## config.mk

```make
export PLATFORM = sky130hd
export DESIGN_NAME = dual_wire_pulse_link_transceiver
export DESIGN_NICKNAME = d
export VERILOG_FILES = /design/src/rtl/dwpl_pkg.sv /design/src/rtl/dual_wire_pulse_link_transceiver.sv
export SDC_FILE = /design/constraint.sdc
export NUM_CORES = 1
export LEC_CHECK = 0
export ABC_AREA = 1
export ABC_CLOCK_PERIOD_IN_PS = 5400
export BUFFER_PORTS_ARGS = -buffer_cell sky130_fd_sc_hd__buf_2
export CORE_MARGIN = 4
export CORE_UTILIZATION = 25
export DETAILED_ROUTE_END_ITERATION = 10
export GPL_ROUTABILITY_DRIVEN = 1
export PLACE_DENSITY_LB_ADDON = 0.15
export SYNTH_ARGS = -nofsm -noshare
export SYNTH_HDL_FRONTEND = slang
export SYNTH_SLANG_ARGS = --single-unit
export TNS_END_PERCENT = 30
```

## constraint.sdc

```tcl
create_clock -name i_clk -period 5.4 [get_ports i_clk]
set_input_delay 1.35 -clock i_clk [delete_from_list [all_inputs] [get_ports i_clk]]
set_output_delay 1.35 -clock i_clk [all_outputs]
set_load 0.1 [all_outputs]
```

## src/rtl/dwpl_pkg.sv

```systemverilog
`timescale 1ns / 1ps

package dwpl_pkg;

    // Storage depth of each bit queue; a power of two, at least 16.
    localparam int BUFFER_BITS_DEF = 256;

    localparam int          PADDR_W       = 3;
    localparam logic [9:0]  THRESHOLD_RST = 10'd512;
    localparam logic [15:0] INTERVAL_RST  = 16'd1;

    // Register select is paddr[2].
    localparam logic REG_THRESHOLD   = 1'b0;
    localparam logic REG_TX_INTERVAL = 1'b1;

    typedef enum logic [1:0] {
        KIND_TICK = 2'd0,
        KIND_SEND = 2'd1,
        KIND_READ = 2'd2
    } t_kind;

    typedef struct packed {
        t_kind       kind;
        logic [9:0]  pos_sample;
        logic [9:0]  neg_sample;
        logic [7:0]  tx_byte;
    } t_in_item;

    typedef struct packed {
        logic        drive_pos;
        logic        drive_neg;
        logic [7:0]  rx_byte;
        logic        rx_valid;
        logic [5:0]  bytes_ready;
        logic        tx_busy;
        logic        overflow;
    } t_out_item;

endpackage

```

## src/rtl/dual_wire_pulse_link_transceiver.sv

```systemverilog
`timescale 1ns / 1ps

// A request is held in the request register, then its result in the result register.
// Throughput: one request per cycle unless results stall; a request register and a
//   result register let a new request in while the previous result waits to be taken.
// Reset (synchronous, active low): queues empty, line low, space seen, tick count zero,
//   threshold 512, tx interval 1. Queue storage is not cleared; no clearing pass.
module dual_wire_pulse_link_transceiver #(
    parameter int BUFFER_BITS = dwpl_pkg::BUFFER_BITS_DEF
) (
    input  logic                          i_clk,
    input  logic                          i_rst_n,
    // request channel
    input  logic                          i_in_valid,
    output logic                          o_in_ready,
    input  dwpl_pkg::t_in_item            i_in_data,
    // result channel
    output logic                          o_out_valid,
    input  logic                          i_out_ready,
    output dwpl_pkg::t_out_item           o_out_data,
    // configuration port
    input  logic                          psel,
    input  logic                          penable,
    input  logic                          pwrite,
    input  logic [dwpl_pkg::PADDR_W-1:0]  paddr,
    input  logic [31:0]                   pwdata,
    output logic [31:0]                   prdata,
    output logic                          pready
);
    import dwpl_pkg::*;

    // Pointers count bits modulo 2*BUFFER_BITS; the extra MSB tells full from empty.
    // Transmit tail and receive head only ever move by whole bytes, so both stores
    // are kept as byte-wide memories indexed by pointer bits above the bit offset.
    localparam int PW = $clog2(BUFFER_BITS) + 1;
    localparam int NB = BUFFER_BITS / 8;
    localparam int IW = $clog2(NB);

    localparam logic [PW-1:0] FULL      = PW'(BUFFER_BITS);
    localparam logic [PW-1:0] SEND_MAX  = PW'(BUFFER_BITS - 8);
    localparam logic [PW-1:0] BYTE_STEP = PW'(8);
    localparam logic [PW-1:0] BIT_STEP  = PW'(1);

    // configuration
    logic [9:0]  r_threshold;
    logic [15:0] r_tx_interval;

    // request register
    logic        r_in_valid;
    t_in_item    r_in;

    // result register
    logic        r_out_valid, n_out_valid;
    t_out_item   r_out, n_out;

    // link state
    logic [PW-1:0] r_tx_head, n_tx_head, r_tx_tail, n_tx_tail;
    logic [PW-1:0] r_rx_head, n_rx_head, r_rx_tail, n_rx_tail;
    logic          r_space_due, n_space_due;
    logic [15:0]   r_tick_count, n_tick_count;
    logic          r_drive_pos, n_drive_pos, r_drive_neg, n_drive_neg;
    logic          r_saw_space, n_saw_space;
    logic [7:0]    r_rx_part, n_rx_part;   // receive byte being assembled

    // byte stores; the front registers hold the byte at each head
    logic [7:0]    r_tx_mem [NB];
    logic [7:0]    r_rx_mem [NB];
    logic [7:0]    r_tx_front, r_rx_front;

    logic          proc_fire;
    logic [PW-1:0] tx_used, rx_used, n_rx_used;
    logic [15:0]   tick_inc;
    logic          tx_bit;
    logic          is_bit, rx_bit;
    logic          tx_we, rx_we;
    logic [IW-1:0] tx_widx, tx_ridx, rx_widx, rx_ridx;
    logic [PW-4:0] bytes_full;
    logic          overflow, rx_valid;
    logic [7:0]    rx_byte;
    logic          cfg_we;

    // ---------------- configuration port ----------------
    assign pready = 1'b1;
    assign cfg_we = psel && penable && pwrite;

    always_ff @(posedge i_clk) begin
        if (!i_rst_n) begin
            r_threshold   <= THRESHOLD_RST;
            r_tx_interval <= INTERVAL_RST;
        end else if (cfg_we) begin
            case (paddr[2])
                REG_THRESHOLD:   r_threshold   <= pwdata[9:0];
                REG_TX_INTERVAL: r_tx_interval <= pwdata[15:0];
                default: ;
            endcase
        end
    end

    always_comb begin
        case (paddr[2])
            REG_THRESHOLD:   prdata = 32'(r_threshold);
            REG_TX_INTERVAL: prdata = 32'(r_tx_interval);
            default:         prdata = '0;
        endcase
    end

    // ---------------- handshake ----------------
    // A request is processed when the result register is free or being emptied.
    assign proc_fire  = r_in_valid && (!r_out_valid || i_out_ready);
    assign o_in_ready = !r_in_valid || proc_fire;

    always_ff @(posedge i_clk) begin
        if (!i_rst_n) begin
            r_in_valid <= 1'b0;
        end else if (o_in_ready) begin
            r_in_valid <= i_in_valid;
        end
    end

    always_ff @(posedge i_clk) begin
        if (i_in_valid && o_in_ready) begin
            r_in <= i_in_data;
        end
    end

    // ---------------- request processing ----------------
    assign tx_used  = r_tx_tail - r_tx_head;
    assign rx_used  = r_rx_tail - r_rx_head;
    // tick count saturates
    assign tick_inc = (r_tick_count != 16'hFFFF) ? r_tick_count + 16'd1 : r_tick_count;
    assign tx_bit   = r_tx_front[r_tx_head[2:0]];

    always_comb begin
        n_tx_head    = r_tx_head;
        n_tx_tail    = r_tx_tail;
        n_rx_head    = r_rx_head;
        n_rx_tail    = r_rx_tail;
        n_space_due  = r_space_due;
        n_tick_count = r_tick_count;
        n_drive_pos  = r_drive_pos;
        n_drive_neg  = r_drive_neg;
        n_saw_space  = r_saw_space;
        n_rx_part    = r_rx_part;
        tx_we        = 1'b0;
        rx_we        = 1'b0;
        is_bit       = 1'b0;
        rx_bit       = 1'b0;
        overflow     = 1'b0;
        rx_valid     = 1'b0;
        rx_byte      = '0;

        if (proc_fire) begin
            case (r_in.kind)
                KIND_TICK: begin
                    // transmit slot: a bit, then a space; line holds when queue is empty
                    n_tick_count = tick_inc;
                    if (tx_used != '0 && tick_inc >= r_tx_interval) begin
                        n_tick_count = '0;
                        if (r_space_due) begin
                            n_drive_pos = 1'b0;
                            n_drive_neg = 1'b0;
                            n_space_due = 1'b0;
                        end else begin
                            n_drive_pos = tx_bit;
                            n_drive_neg = !tx_bit;
                            n_tx_head   = r_tx_head + BIT_STEP;
                            n_space_due = 1'b1;
                        end
                    end

                    // receive: classify the sample pair; start symbols are ignored
                    if (r_in.pos_sample > r_threshold) begin
                        if (r_in.neg_sample < r_threshold) begin
                            is_bit = 1'b1;
                            rx_bit = 1'b1;
                        end
                    end else if (r_in.neg_sample > r_threshold) begin
                        is_bit = 1'b1;
                        rx_bit = 1'b0;
                    end else begin
                        n_saw_space = 1'b1;
                    end

                    // a data bit counts only after a space; a full queue drops it
                    if (is_bit && r_saw_space) begin
                        n_saw_space = 1'b0;
                        if (rx_used >= FULL) begin
                            overflow = 1'b1;
                        end else begin
                            n_rx_part[r_rx_tail[2:0]] = rx_bit;
                            n_rx_tail = r_rx_tail + BIT_STEP;
                            rx_we     = (r_rx_tail[2:0] == 3'd7);
                        end
                    end
                end
                KIND_SEND: begin
                    if (tx_used > SEND_MAX) begin
                        overflow = 1'b1;
                    end else begin
                        tx_we     = 1'b1;
                        n_tx_tail = r_tx_tail + BYTE_STEP;
                    end
                end
                KIND_READ: begin
                    if (rx_used >= BYTE_STEP) begin
                        rx_byte   = r_rx_front;
                        rx_valid  = 1'b1;
                        n_rx_head = r_rx_head + BYTE_STEP;
                    end
                end
                default: ;
            endcase
        end
    end

    assign n_rx_used  = n_rx_tail - n_rx_head;
    assign bytes_full = n_rx_used[PW-1:3];

    always_comb begin
        n_out.drive_pos   = n_drive_pos;
        n_out.drive_neg   = n_drive_neg;
        n_out.rx_byte     = rx_byte;
        n_out.rx_valid    = rx_valid;
        n_out.bytes_ready = 6'(bytes_full);
        n_out.tx_busy     = (n_tx_tail != n_tx_head);
        n_out.overflow    = overflow;
    end

    always_comb begin
        if (proc_fire) begin
            n_out_valid = 1'b1;
        end else if (i_out_ready) begin
            n_out_valid = 1'b0;
        end else begin
            n_out_valid = r_out_valid;
        end
    end

    always_ff @(posedge i_clk) begin
        if (!i_rst_n) begin
            r_out_valid  <= 1'b0;
            r_tx_head    <= '0;
            r_tx_tail    <= '0;
            r_rx_head    <= '0;
            r_rx_tail    <= '0;
            r_space_due  <= 1'b0;
            r_tick_count <= '0;
            r_drive_pos  <= 1'b0;
            r_drive_neg  <= 1'b0;
            r_saw_space  <= 1'b1;
        end else begin
            r_out_valid  <= n_out_valid;
            r_tx_head    <= n_tx_head;
            r_tx_tail    <= n_tx_tail;
            r_rx_head    <= n_rx_head;
            r_rx_tail    <= n_rx_tail;
            r_space_due  <= n_space_due;
            r_tick_count <= n_tick_count;
            r_drive_pos  <= n_drive_pos;
            r_drive_neg  <= n_drive_neg;
            r_saw_space  <= n_saw_space;
        end
    end

    always_ff @(posedge i_clk) begin
        r_rx_part <= n_rx_part;
        if (proc_fire) begin
            r_out <= n_out;
        end
    end

    assign o_out_valid = r_out_valid;
    assign o_out_data  = r_out;

    // ---------------- byte stores ----------------
    // The front register reads at the next head each cycle, so it always holds the
    // head byte; a write to that same byte is forwarded.
    assign tx_widx = r_tx_tail[PW-2:3];
    assign tx_ridx = n_tx_head[PW-2:3];
    assign rx_widx = r_rx_tail[PW-2:3];
    assign rx_ridx = n_rx_head[PW-2:3];

    always_ff @(posedge i_clk) begin
        if (tx_we) begin
            r_tx_mem[tx_widx] <= r_in.tx_byte;
        end
        if (tx_we && tx_widx == tx_ridx) begin
            r_tx_front <= r_in.tx_byte;
        end else begin
            r_tx_front <= r_tx_mem[tx_ridx];
        end
    end

    always_ff @(posedge i_clk) begin
        if (rx_we) begin
            r_rx_mem[rx_widx] <= n_rx_part;
        end
        if (rx_we && rx_widx == rx_ridx) begin
            r_rx_front <= n_rx_part;
        end else begin
            r_rx_front <= r_rx_mem[rx_ridx];
        end
    end

endmodule

```

==> results of run 1 <==
[cell type report]
class | count | share of cell area (%)
Clock inverter | 43 | 1.15
Antenna cell | 1 | 0.00754
Inverter | 183 | 2.10
Sequential cell | 657 | 56.6
Timing Repair Buffer | 155 | 2.90
Multi-Input combinational cell | 1626 | 25.6
Tap cell | 1500 | 5.66
Clock buffer | 89 | 5.97
[cells by family after synthesis]
family / share of synthesized area, %
and+or+nand+nor: 16.6
DFF: 65.7
AOI/OAI and AO/OA: 8.93
xor gates and xnor gates: 0.881
muxes: 0.0394
adders and majority gates: 2.90
other: 0.0263
buffers and inverters: 4.92
[power by group]
| group | total, mW | switching [mW] | internal, mW |
|---|---|---|---|
| Sequential | 5.58 | 0.0166 | 5.56 |
| Clock | 4.95 | 2.01 | 2.93 |
| Combinational | 0.484 | 0.395 | 0.0894 |
| Total | 11.0 | 2.42 | 8.58 |
[layer usage]
metal / GRT usage, % / up-vias / routed length, um
met5: 0 / - / 0
met4: 3.15 / 0 / 1380
met3: 2.49 / 84 / 3730
met2: 21.5 / 420 / 37500
met1: 18.4 / 9611 / 38700
li1: - / 9366 / -
[registers in the layout, summed over array words and instances (netlist names), named ones only]
register	cells
r_in_valid	1
r_space_due	1
o_out_valid	1
r_drive_neg	1
r_tx_tail	6
o_out_data	19
r_saw_space	1
r_in	30
r_rx_mem	256
r_threshold	10
r_rx_head	6
r_tx_interval	16
r_rx_tail	9
r_drive_pos	1
r_tick_count	16
r_rx_part	8
r_tx_head	9
r_tx_mem	256
[placed cells by master (no fill, tap or decap), types with 20 or more instances in the layout]
cell,n
a21oi_1,87
buf_2,90
buf_4,63
clkbuf_16,75
dfxtp_1,91
edfxtp_1,561
ha_1,63
inv_1,168
nand2_1,423
nand3_1,260
nor2_1,294
nor3_1,20
o21ai_0,228
o221ai_1,55
o22ai_1,32
[per-stage QoR]
step | utilization [%] | hold slack, ps | instances | setup WS [ps]
floorplan | - | 450 | 2616 | 217
global placement | 27.3 | 469 | 4121 | 1000
detailed placement | 27.3 | 469 | 4121 | 1010
CTS | 29.4 | 479 | 4253 | 992
global route | 29.4 | 495 | 4253 | 590
finish | 29.4 | 478 | 4254 | 1020
[worst reg2reg max path, stage by stage, from the launching register on]
cell      delay (ps)
dfxtp_1          290
buf_4            190
inv_1            110
ha_1             150
inv_1             70
fa_1             400
nand2_1           70
nand2_1           50
a21oi_1          150
xnor2_1          150
nor2_2            70
nand3_2           80
nand2_2          260
nor2_4           240
inv_1             80
or2_2            290
o21ai_2          150
ha_1             290
nand3_1           80
nand2_1           80
a21oi_1          140
inv_1             50
a21oi_1          290
nand3b_1         190
nand2_1           70
nand3_1           70
nand2_1           50
[worst paths after layout]
kind	end	slack, ps	depth (start not counted)
max	o_out_data[7]	1020	26
min reg2reg	r_drive_pos	480	2
min	r_drive_pos	480	2
max reg2reg	o_out_data[7]	1020	26
==> flow_summary.ini, run 1 <==
[critical_path]
critPathKind = reg -> reg
crit_slowest_cell = fa_1
crit_required_ps = 5770
worst_path_most_repeated_cell = nand2_1
cp.arrival_ps = 4750
cp_max_fo = 11
critPathLaunchType = register
cp-startpoint = r_rx_tail[3]
cp_top_family = simple AND/OR/NAND/NOR gates
crit_path_end_kind = register
rr_startpoint = r_rx_tail[3]
crit_buf_inv = 5
max_stage_delay_ps = 400

[run_status]
status = completed

[synth]
synth_top_area_cell = edfxtp_1
synth_top_area_share_pct = 59.0
netlist_area_um2 = 28600
yosys.cell_types.count = 53
yosysMostFrequentCell = edfxtp_1
synthTopCellsByArea = edfxtp_1 (59%), dfxtp_1 (6.7%), nand2_1 (5.6%)
avgSynthCellArea_um2 = 11.0
ys_seq_area_share_pct = 65.7
synthTopCellsByCount = edfxtp_1 (561), nand2_1 (423), nor2_1 (294), nand3_1 (260), o21ai_0 (228)
ys_async_sr_fraction_pct = 0
synth_flop_cell = edfxtp_1
ys_seq_elements = 657
yosys_warnings = 0
synth_edf_count = 561
synth_cells = 2601

[drt]
drc = 0
dr.first_iter.drc_count = 1274
wl_per_cell_um = 19.1
detail-route-antenna-nets = 0
num_vias = 19481
dr.pass1.iters = 5
vias_per_cell = 4.58
finalWirelength_um = 81300

[sta]
fin_tns_setup_ps = 0
worst_slew_pin_slew_ps = 1200
slew_headroom_pct = 20.0
period_needed_ps = 4380
setup_viol = 0
period_share_pct = 81.1
finalClockSkew_ps = 31.3
max_freq_mhz = 228
final_hold_viol_count = 0
rsz0062_at_grt = no
drv_slew = 0

[layout]
final_area_um2 = 33200
syn2layout_area_growth_pct = 16.2
regArea_um2 = 18800
nFillCells = 11648
layout.nets = 2833
drive_above_1_share_pct = 12.4
multi_input_area_um2 = 8490

[clock_network]
cts.hold.buffers_added = 0
insertion_delay_ps = 620
ctsResizeCount = 0
htree_levels = 3
cts_root_buffer = clkbuf_16
cts_setup_buffers = 0
cts_tree = built
clkTransAtPathRegs_ps = 60
clockBufferDepth = 3
cts-buffers-inserted = 73
clock-sinks = 657

[placed_design]
place_area_um2 = 30800
numPortBuffers = 90
dp_hpwl_um = 51000
place.gp.congestion = 0.794

[global_routing]
grt.total_usage_pct = 13.3
overflow = 0
grt_first_pass_wirelength_um = 122000
antenna_found_initial = 1
grt_pass1_vias = 19594
grt_start_max_net_pins = 74

[pwr]
total_power_mw = 11.0
peakVddDrop_mv = 0.203
static-leakage-power_nw = 12.1
powerDensity_nw_per_um2 = 332

[hold_path]
hp-class = reg -> reg
hp-start = r_drive_pos

[floorplan]
initial_core_util_pct = 25.3
die_area_um2 = 120000
rows = 123
die_h_um = 346
core_um2 = 113000
io_pins = 126
fp.dieW_um = 346

[job]
maxCapViolCount = 0
(Power assumes the default switching activity.)
==> run 2: changes to the inputs <==
- ABC_AREA: 1 -> 0
- ABC_CLOCK_PERIOD_IN_PS: 5400 -> 3550
- clock period: 5.4 -> 3.55 ns (I/O delays scaled with it)
==> run 2 against run 1 <==
Net effect: the flow now finishes with violations (setup timing); total power up 58%; clock skew is 1.2 ps higher; sequential power grew 51%; die area down 3.2%; worst setup slack worse by 1700 ps; core utilization grew 2.7 points; count of clock-buffer cells in the layout decreased by 1; design area is 5.7% higher; worst hold slack lost 47 ps; critical endpoint is now o_out_data[1]; largest cell class unchanged.
==> flow_summary.ini, run 2 <==
[floorplan]
die_area_um2 = 116000
io_pins = 126
die_h_um = 340
rows = 121
core_um2 = 109000
fp.dieW_um = 340
initial_core_util_pct = 25.3

[synth]
yosys.cell_types.count = 60
synth_flop_cell = edfxtp_1
avgSynthCellArea_um2 = 16.5
synth_top_area_cell = edfxtp_1
yosysMostFrequentCell = edfxtp_1
netlist_area_um2 = 27600
ys_seq_area_share_pct = 68.0
yosys_warnings = 0
synthTopCellsByArea = edfxtp_1 (61%), mux4_2 (13%), dfxtp_1 (7.0%)
ys_seq_elements = 657
synthTopCellsByCount = edfxtp_1 (561), mux4_2 (164), nand2_1 (116), nor2_1 (114), dfxtp_1 (96)
synth_cells = 1673
ys_async_sr_fraction_pct = 0
synth_edf_count = 561
synth_top_area_share_pct = 61.0

[drt]
num_vias = 15448
dr.first_iter.drc_count = 796
dr.pass1.iters = 5
wl_per_cell_um = 19.9
vias_per_cell = 4.33
detail-route-antenna-nets = 0
drc = 0
finalWirelength_um = 71100

[critical_path]
cp.arrival_ps = 4720
cp_max_fo = 4
reg2reg_depth = 23
critPathLaunchType = register
critical_path.cell_chain = ha_4, nand2_4, nor4_4, and2_4, nand4_1, nand4_1, nor2_2, and3_4, xor2_2, ha_1, nand4_1, buf_4, nor3_2, nor3_2, o211ai_1, buf_4, or3b_4, o21ai_1, a21oi_1, nor4_1, buf_4, o21ai_1, nand4_1
crit_slowest_cell = or3b_4
worst_path_most_repeated_cell = nand4_1
max_stage_delay_ps = 400
crit_required_ps = 4040
critPathKind = reg -> reg
crit_path_end_kind = register
cp_top_family = simple AND/OR/NAND/NOR gates
crit_buf_inv = 3
crit_cells = 23

[global_routing]
grt_start_max_net_pins = 65
antenna_found_initial = 2
overflow = 0
grt.total_usage_pct = 12.2
grt_pass1_vias = 16220
grt_first_pass_wirelength_um = 106000

[pwr]
swShare_pct = 21.6
peakVddDrop_mv = 0.283
share_seq_of_total_power_pct = 48.6
pwr-share-clk_pct = 47.3
pwr-share-comb_pct = 4.1
powerDensity_nw_per_um2 = 495
internal_power_mw = 13.6
p_sw_mw = 3.75
total_power_mw = 17.4
static-leakage-power_nw = 11.7

[sta]
period_needed_ps = 4230
drv_slew = 0
rsz0062_at_grt = yes
worst_slew_pin_slew_ps = 1260
setup_ws_ps = -680
finalClockSkew_ps = 32.5
final_hold_viol_count = 0
period_share_pct = 119
max_freq_mhz = 236
setup_viol = 39
slew_headroom_pct = 16.0

[layout]
reg_top3 = r_rx_mem x256, r_tx_mem x256, r_in x30
syn2layout_area_growth_pct = 27.0
final_common_cell = edfxtp_1
nFillCells = 10697
layout.nets = 2162
most-common-layout-cells = edfxtp_1 (561), buf_4 (219), mux4_2 (164)
drive_above_1_share_pct = 37.0
fin_cells = 3564

[clock_network]
clockBufferDepth = 3
clkTransAtPathRegs_ps = 60
cts_root_buffer = clkbuf_16
cts.hold.buffers_added = 0
cts_tree = built
htree_levels = 3
cts-buffers-inserted = 77
insertion_delay_ps = 630
clock-sinks = 657

[placed_design]
dp_cells = 3379
place.gp.congestion = 0.751
numPortBuffers = 90
dp_hpwl_um = 46300

[run_status]
violations = setup timing
status = finished with violations

[job]
maxCapViolCount = 0

[hold_path]
hp-class = in -> reg
hold_depth = 1
run 2: cell count changes in the layout (fill, tap and decap cells not counted), moves of 24 or more:
cell	delta
buf_4	+156
o221ai_1	-54
o22ai_1	-30
nor2_2	+24
nor2b_1	+25
a21oi_1	-61
inv_1	-110
o21ai_0	-212
nand3_1	-241
mux4_2	+164
nand2_1	-311
a21boi_0	+29
nor2_1	-213
run 2: cell families (layout without fill, tap and decap cells):
family,Yosys count,count (layout),share of synthesized area [%]
DFF,657,657,68.0
and+or+nand+nor,407,407,7.17
muxes,190,190,14.4
buffers and inverters,156,555,2.47
AOI/OAI and AO/OA,145,145,3.38
adders and majority gates,65,65,3.00
xor gates and xnor gates,51,51,1.62
other,2,18,0.0272
run 2: final cells by class:
class                      instances  area, um^2  area share (%)
inverter                          66         248           0.706
clock inverter                    53         609            1.74
timing repair buffer             348        2710            7.72
antenna                            1        2.50         0.00714
multi-input combinational        875        8850            25.2
clock buffer                      88        2010            5.73
sequential                       657       18800            53.6
tap                             1476        1850            5.27
run 2: stage by stage:
step	worst slack, ps	hold slack (ps)	instance area (um^2)	setup TNS, ps	util [%]
finish	-680	431	35100	-11750	32.1
global route	-1020	385	35100	-23840	32.1
CTS	-666	363	34700	-13150	31.7
detailed placement	-831	457	31500	-18090	28.8
global placement	-804	452	31500	-14560	28.8
floorplan	-499	443	27800	-7230	-
run 2: metal layers:
| metal | global-route usage, % | share of wire [%] | vias to the layer above |
|---|---|---|---|
| met5 | 0 | 0 | - |
| met4 | 3.09 | 1.8 | 0 |
| met3 | 2.06 | 3.3 | 90 |
| met2 | 21.3 | 51 | 184 |
| met1 | 15.7 | 44 | 8029 |
| li1 | - | - | 7145 |
run 2: what timing repair did:
| action | in CTS | in global routing |
|---|---|---|
| endpoints found under the setup margin | 131 | 667 |
| pin swaps | 45 | 41 |
| resized for setup | 82 | 81 |
| buffers inserted | 58 | 16 |
run 2: power by group through the flow:
stage	Combinational [mW]	Sequential [mW]	Clock, mW
after floorplan	0.340	8.66	0
after global placement	0.605	8.61	0
after detailed placement	0.611	8.61	0
after CTS	0.689	8.45	8.50
after global routing	0.765	8.45	8.80
final	0.713	8.45	8.21
run 2: final timing paths:
path | from | endpoint | slack, ps
setup reg to reg | r_tick_count[1] | o_out_data[1] | -680
hold / removal | i_in_data[29] | r_in[29] | 430
setup / recovery | r_tick_count[1] | o_out_data[1] | -680
hold reg to reg | r_tx_interval[14] | r_tx_interval[14] | 460
==> run 3: changes to the inputs <==
- CORE_ASPECT_RATIO: not set -> 0.6
- GPL_ROUTABILITY_DRIVEN: 1 -> 0
==> run 3 against run 2 <==
Net effect: the run still ends with setup timing left; critical path depth down 4; critical path type unchanged; design area down 0.81%; sequential share of layout area up 0.44 points; largest power group unchanged; die area up 0.15%; count of clock-buffer cells in the layout up 3.
==> flow_summary.ini, run 3 (synthesis gave the netlist of run 2 again) <==
[run_status]
status = finished with violations
violations = setup timing

[clock_network]
htree_levels = 3
cts_root_buffer = clkbuf_16
cts_tree = built
clock-sinks = 657
insertion_delay_ps = 640
clockBufferDepth = 3
clkTransAtPathRegs_ps = 60
cts-buffers-inserted = 70

[layout]
diodes = 0
most-common-layout-cells = edfxtp_1 (561), buf_4 (187), mux4_2 (164)
drive_above_1_share_pct = 36.8
syn2layout_area_growth_pct = 26.0
layout.nets = 2128
reg_top3 = r_rx_mem x256, r_tx_mem x256, r_in x30
final_area_um2 = 34800
final_common_cell = edfxtp_1

[job]
maxCapViolCount = 0

[drt]
wl_met3_um = 3720
detail-route-antenna-nets = 0
vias_per_cell = 4.43
dr.pass1.iters = 5
top_layer = met4
wl_met2_um = 31400
dr.first_iter.drc_count = 1045
finalWirelength_um = 75300
wl_met1_um = 39100
num_vias = 15632
drc = 0
wl_per_cell_um = 21.3

[sta]
worst_slew_pin_slew_ps = 1210
period_share_pct = 117
drv_slew = 0
setup_ws_ps = -610
slew_headroom_pct = 19.4
finalClockSkew_ps = 18.9
period_needed_ps = 4160
hold_slack_ps = 430
rsz0062_at_grt = yes
final_hold_viol_count = 0
setup_viol = 38
max_freq_mhz = 240

[pwr]
p_sw_mw = 3.69
swShare_pct = 22.4
internal_power_mw = 12.8
pwr-share-clk_pct = 44.0
powerDensity_nw_per_um2 = 473
static-leakage-power_nw = 11.3
share_seq_of_total_power_pct = 51.3
peakVddDrop_mv = 0.300
pwr-share-comb_pct = 4.7

[critical_path]
crit_required_ps = 4050
critPathLaunchType = register
critPathKind = reg -> reg
critical_path.cell_chain = nand4_1, buf_4, nor4_1, buf_4, nand3_1, nor2_1, mux2i_1, ha_1, nand4_1, nor2_1, o2111ai_1, o211ai_1, buf_4, or3b_4, nor3_4, nor4b_1, nor4_1, o21ai_1, nand4_1
max_stage_delay_ps = 400
r2r_slack_ps = -610
crit_slowest_cell = or3b_4
crit_path_end_kind = register
cp_max_fo = 4
cp.arrival_ps = 4660

[global_routing]
overflow = 0
grt_start_max_net_pins = 65
grt_pass1_vias = 16131
grt_first_pass_wirelength_um = 111000
antenna_found_initial = 2
grt.total_usage_pct = 12.9

[placed_design]
place_area_um2 = 31500
numPortBuffers = 90
dp_hpwl_um = 52100

[floorplan]
die_area_um2 = 116000
die_h_um = 265
initial_core_util_pct = 25.2
io_pins = 126
fp.dieW_um = 437
core_um2 = 110000
rows = 94

[hold_path]
hp-class = in -> reg
[run 3: changes by cell type in the layout (fill, tap and decap cells not counted), moves of 4 or more]
cell       delta
buf_4        -32
nor2_2       -18
xnor2_4       +4
nand2_1       -4
clkinv_1      -7
bufinv_16     -8
nor2_4       +23
clkbuf_8      +6
buf_6         +5
nor2_1        -5
clkbuf_1      +6
clkbuf_16     -9
[run 3: timing repair]
item,CTS,global route
hold buffers,0,0
buffers inserted,18,22
resized for setup,120,100
endpoints found under the setup margin,297,577
pin swaps,52,57
[run 3: through the flow]
stage / utilization, % / std cells / TNS (ps) / power (mW) / setup WS, ps
global route: 31.7 / 3531 / -20200 / 17.1 / -872
detailed placement: 28.7 / 3381 / -35010 / 9.25 / -915
floorplan: - / 1688 / -7230 / 9.00 / -499
finish: 31.7 / 3531 / -10930 / 16.4 / -610
global placement: 28.7 / 3381 / -32400 / 9.24 / -951
CTS: 31.2 / 3515 / -8800 / 16.6 / -581
[run 3: power groups by stage]
stage | combinational, mW | sequential [mW] | clock (mW)
6_report | 0.773 | 8.44 | 7.23
5_1_grt | 0.830 | 8.44 | 7.81
4_1_cts | 0.725 | 8.44 | 7.46
3_5_place_dp | 0.643 | 8.60 | 0
3_3_place_gp | 0.637 | 8.60 | 0
2_1_floorplan | 0.340 | 8.66 | 0
[run 3: worst max-delay path, delay by kind of cell (launching register included)]
kind                     cells  cell delay (ps)
AND/OR/NAND/NOR             11             2210
buffers and inverters        3              590
AO/OA/AOI/OAI                3              450
flip-flops                   1              340
adder cells (fa/ha/maj)      1              310
multiplexers                 1              110
[run 3: layer usage]
metal / vias to the layer above / global-route usage (%)
li1: 7076 / -
met1: 8179 / 20.2
met2: 306 / 18.1
met3: 71 / 3.06
met4: 0 / 2.58
met5: - / 0
[run 3: cell type report]
type	instances	area (um^2)
Multi-Input combinational cell	875	9140
Tap cell	1488	1860
Clock buffer	91	1890
Timing Repair Buffer	321	2520
Sequential cell	657	18800
Fill cell	10819	74800
Clock inverter	33	333
Inverter	66	248
[run 3: path summary, 6_finish.rpt]
check,start,endpoint,cells after the start
max reg2reg,r_tick_count[5],o_out_data[1],19
min reg2reg,r_tx_interval[10],r_tx_interval[10],2
min,i_in_data[12],r_in[12],1
max,r_tick_count[5],o_out_data[1],19
